### config.mk
export PLATFORM = sky130hd
export DESIGN_NAME = dgsu_mac
export DESIGN_NICKNAME = d
export VERILOG_FILES = /design/src/hw/rtl/deformation_gradient_strain_update_macros.svh /design/src/hw/rtl/dgsu_pkg.sv /design/src/hw/rtl/dgsu_mac.sv
export SDC_FILE = /design/constraint.sdc
export NUM_CORES = 2
export LEC_CHECK = 0
export BUFFER_PORTS_ARGS = -buffer_cell sky130_fd_sc_hd__buf_2
export CAP_MARGIN = 0
export CORE_ASPECT_RATIO = 1.25
export CORE_MARGIN = 2
export CORE_UTILIZATION = 46
export DETAILED_ROUTE_END_ITERATION = 6
export SKIP_CTS_REPAIR_TIMING = 1
export SLEW_MARGIN = 5
export SYNTH_ARGS = -nofsm -noshare
export SYNTH_HDL_FRONTEND = slang
export SYNTH_SLANG_ARGS = --single-unit
export TNS_END_PERCENT = 10
### constraint.sdc
create_clock -name clk -period 25.1 [get_ports clk]
set_input_delay 1.255 -clock clk [delete_from_list [all_inputs] [get_ports clk]]
set_output_delay 1.255 -clock clk [all_outputs]
set_load 0.1 [all_outputs]
### src/hw/rtl/deformation_gradient_strain_update_macros.svh
// Assertion macros for the deformation gradient strain update block.
// Relies on clk and rst_n in the scope where each macro is used.
`ifndef DEFORMATION_GRADIENT_STRAIN_UPDATE_MACROS_SVH
`define DEFORMATION_GRADIENT_STRAIN_UPDATE_MACROS_SVH
`ifndef SYNTHESIS
`define DGSU_ASSERT_SAME(label, ante, cons) \
  label: assert property (@(posedge clk) disable iff (!rst_n) (ante) |-> (cons)) \
    else $error("dgsu: same-cycle check failed");
`define DGSU_ASSERT_NEXT(label, ante, cons) \
  label: assert property (@(posedge clk) disable iff (!rst_n) (ante) |=> (cons)) \
    else $error("dgsu: next-cycle check failed");
`else
`define DGSU_ASSERT_SAME(label, ante, cons)
`define DGSU_ASSERT_NEXT(label, ante, cons)
`endif
`endif

### src/hw/rtl/dgsu_pkg.sv
// Shared constants, types and helpers for the deformation gradient strain update.
// No dependencies.
`timescale 1ns / 1ps
package dgsu_pkg;

  localparam int WORD_W         = 32;
  localparam int PT_W           = 6;
  localparam int TS_W           = 31;
  localparam int ROW_W          = 2;
  localparam int ELEMS          = 9;
  localparam int ELEM_W         = 4;
  localparam int NUM_POINTS_DEF = 64;
  localparam int FRAC_BITS_DEF  = 24;

  localparam logic [TS_W-1:0]  TS_RESET = TS_W'(16777);
  localparam logic [ROW_W-1:0] LAST_ROW = ROW_W'(2);

  typedef struct packed {
    logic                     valid;
    logic                     first;
    logic signed [WORD_W-1:0] addend;
  } dgsu_mac_ctl_t;

  function automatic logic [ELEM_W-1:0] elem_idx(input logic [1:0] r, input logic [1:0] c);
    elem_idx = ELEM_W'(r) * ELEM_W'(3) + ELEM_W'(c);
  endfunction

endpackage

### src/hw/rtl/dgsu_mac.sv
// Shared multiply, floor-shift and accumulate unit with saturated readout.
// Depends on dgsu_pkg.
`timescale 1ns / 1ps
module dgsu_mac import dgsu_pkg::*; #(
  parameter int FRAC_BITS = FRAC_BITS_DEF
) (
  input  logic                     clk,
  input  logic                     rst_n,
  input  dgsu_mac_ctl_t            ctl,
  input  logic signed [WORD_W-1:0] op_a,
  input  logic signed [WORD_W-1:0] op_b,
  output logic signed [WORD_W-1:0] sat_full,
  output logic signed [WORD_W-1:0] sat_half
);

  localparam int ACC_W = 2 * WORD_W - FRAC_BITS + 3;
  localparam logic signed [WORD_W-1:0] WMAX = {1'b0, {(WORD_W-1){1'b1}}};
  localparam logic signed [WORD_W-1:0] WMIN = {1'b1, {(WORD_W-1){1'b0}}};

  dgsu_mac_ctl_t              ctl_r;
  logic signed [2*WORD_W-1:0] prod_r;
  logic signed [ACC_W-1:0]    acc_r;
  logic signed [ACC_W-1:0]    acc_nxt;
  logic signed [ACC_W-1:0]    shifted;
  logic signed [ACC_W-1:0]    half;
  logic                       full_fits;
  logic                       half_fits;

  always_ff @(posedge clk) begin
    if (!rst_n) begin
      ctl_r <= '0;
    end else begin
      ctl_r <= ctl;
    end
    if (ctl.valid) begin
      prod_r <= op_a * op_b;
    end
    if (ctl_r.valid) begin
      acc_r <= acc_nxt;
    end
  end

  always_comb begin
    shifted = ACC_W'(prod_r >>> FRAC_BITS);
    acc_nxt = ctl_r.first ? (ACC_W'(ctl_r.addend) + shifted) : (acc_r + shifted);
    half    = acc_r >>> 1;
    full_fits = (&acc_r[ACC_W-1:WORD_W-1]) || !(|acc_r[ACC_W-1:WORD_W-1]);
    half_fits = (&half[ACC_W-1:WORD_W-1]) || !(|half[ACC_W-1:WORD_W-1]);
    sat_full = full_fits ? acc_r[WORD_W-1:0] : (acc_r[ACC_W-1] ? WMIN : WMAX);
    sat_half = half_fits ? half[WORD_W-1:0] : (half[ACC_W-1] ? WMIN : WMAX);
  end

endmodule

==> impl_results.md <==
* Synth warn at 0
* Top FF cell, synth: edfxtp_1
* Routability cong. at roughly 0.86
* Status: finished, final reports clean
* Pins Over Slew Limit at 0
* Reg area at 0.00318 mm2
* Area growth syn-to-layout at 5.49%
* # IOs at 164
* Post-route DRC at 0
* Footprint of the multi-input gates at 0.0361 mm2
* Vias at between 30k and 40k
* Final Hold Viols at 0
* Syn_nets at 6089
* CTS tree: yes
* Synth top area cells: fa_1 49%, inv_1 8.6%, and2_1 7.7%
* Grt ovf at 0
* Drt total wl at 118000 um
* Initial antenna violation count at 8
* RSZ-0062 raised after global routing: no
* Net count, final at 6089
* Final period utilization at 37.9%
* Hold Crit Class: reg -> reg
* CP Launch Type: input pin
* Per-cell routed wire length at approximately 20 um
* Avg Cell Area, Syn at 9.44 um2
* Num CTS Buffers at 17
* Die Footprint at 0.0978 mm2
* Initial Util at 46.4%
* Setup total negative slack at 0 ns
* Vias/cell at 5.26
* Post-DP HPWL at between 90000 and 100000 um
* Post-synth top area cell: fa_1
* Ys async rst share at 0%
* Worst-Skew Late Latency at between 0.4 and 0.5 ns
* Iteration-0 DRC Markers at 1760
* Setup Skew at 0.0104 ns
* Vert. Die Dim at 349 um
* Post-Syn Area at 0.0439 mm2
* Row count at 126
* FILL cells at 8955
* Worst Path Arrival at around 9.7 ns
* Critical Path End Type: flop
* H-Tree Level Count at 4
* WP data required at 25.28 ns
* PortBufs at 163
* Clock Sinks at 117
* MaxCap Viol Count at 0
* DIE WIDTH at 280 um
* Layout cells sized above 1 at 5.69%
* DRT antenna net count at 0
* Clock tree buffer depth at 2
* Most frequent cells in the layout: 1083 x fa_1, 1006 x inv_1, 570 x nand2_1
* Commonest non-fill, non-tap cell in the layout: fa_1
* Global-route wire length before repair at 192000 um
* DR pass1 iterations at 4
* # setup viols final at 0
* Setup CP Type: in -> reg
* Worst slew pin tran at 1.20 ns
* Max incr delay on CP at 0.90 ns
* Vias in the first global route at 34.2k
* #FFs+latches synth at 117
* Crit Path Max Fanout at 32
* Post-synth EDFFs at 83
* Crit-path slowest cell: fa_1
* Worst-path clk slew at 0.06 ns
* Crit path top cell by count: fa_1
* Overall Global Routing Usage at between 20% and 30%
* Largest net degree at the start of global routing at 70
* Post-synth top area share at 49.4%
* Slew headroom at 20.1%
* Core Region at between 0.09 and 0.1 mm2
* Root Buffer: clkbuf_16
* Synth unique cells at 72
* Sequential share of the synthesized area at 7.23%
* Max Fclk at 0.105 GHz
* Syn Inst Count at 4644
* Tmin final at 9.51 ns
-- path summary, 6_finish.rpt --
kind	endpoint	slack [ns]	from	cells past startpoint
worst max-delay path	prod_r[62]	15.59	op_a[31]	29
worst min-delay path	acc_r[40]	0.64	ctl_r[32]	1
worst min register to register	acc_r[40]	0.64	ctl_r[32]	1
worst max register to register	acc_r[38]	21.33	prod_r[24]	14
-- cell usage after synthesis (all sizes together), types with 22 or more instances --
library cell  number
nor2              74
xor2              52
o21a              24
nor2b             49
edfxtp            83
a21o             127
nand2            570
clkbuf           222
and2             537
o21ai             87
inv             1006
ha               262
dfxtp             34
xnor2             70
a21oi            132
fa              1083
nand3             22
-- through the flow --
step           hold WS [ns]  cells  worst slack (ns)  utilization, %  area (um2)
4_1_cts               0.643   5873             15.54            49.0       46300
3_5_place_dp          0.626   5841             15.08            48.4       45700
6_report              0.644   5875             15.59            49.0       46300
2_1_floorplan         0.631   4644             16.13               -       43900
5_1_grt               0.673   5875             15.05            49.0       46300
3_3_place_gp          0.619   5841             15.21            48.4       45700
-- layout make-up --
| cell class | instances | area share (%) |
|---|---|---|
| Inverter | 1007 | 8.17 |
| Tap cell | 1216 | 3.29 |
| Clock inverter | 12 | 0.200 |
| Sequential cell | 117 | 6.86 |
| Multi-Input combinational cell | 3294 | 78.0 |
| Clock buffer | 20 | 1.04 |
| Antenna cell | 2 | 0.0108 |
| Timing Repair Buffer | 207 | 2.48 |
-- kinds of logic after synthesis --
family,count (synthesis),synth area share (%)
compound gates,468,7.04
xor+xnor,122,2.44
fa+ha+maj,1345,56.9
buf+inv,1233,10.6
flops,117,7.23
mux,15,0.359
simple gates,1344,15.5
-- flip-flops by register name (all words and copies together), names as in the netlist --
signal  cells
acc_r      43
ctl_r      34
prod_r     40
-- worst max-delay path, delay by kind of cell --
kind	cells	cell delay, ns
adder cells (fa/ha/maj)	9	4.62
buffers and inverters	8	1.61
AO/OA/AOI/OAI	9	1.61
AND/OR/NAND/NOR	2	0.48
XOR/XNOR	1	0.08
-- routing by layer --
metal	GRT usage, %	vias to the layer above	share of wire (%)
met5	0	-	0.019
met4	6.49	4	2.6
met3	2.31	158	5.2
met2	43.1	885	48
met1	34.7	16000	44
li1	-	13800	-
Power is not shown: default switching activity piles up to over one toggle a cycle in this logic, so the estimate is an artifact.
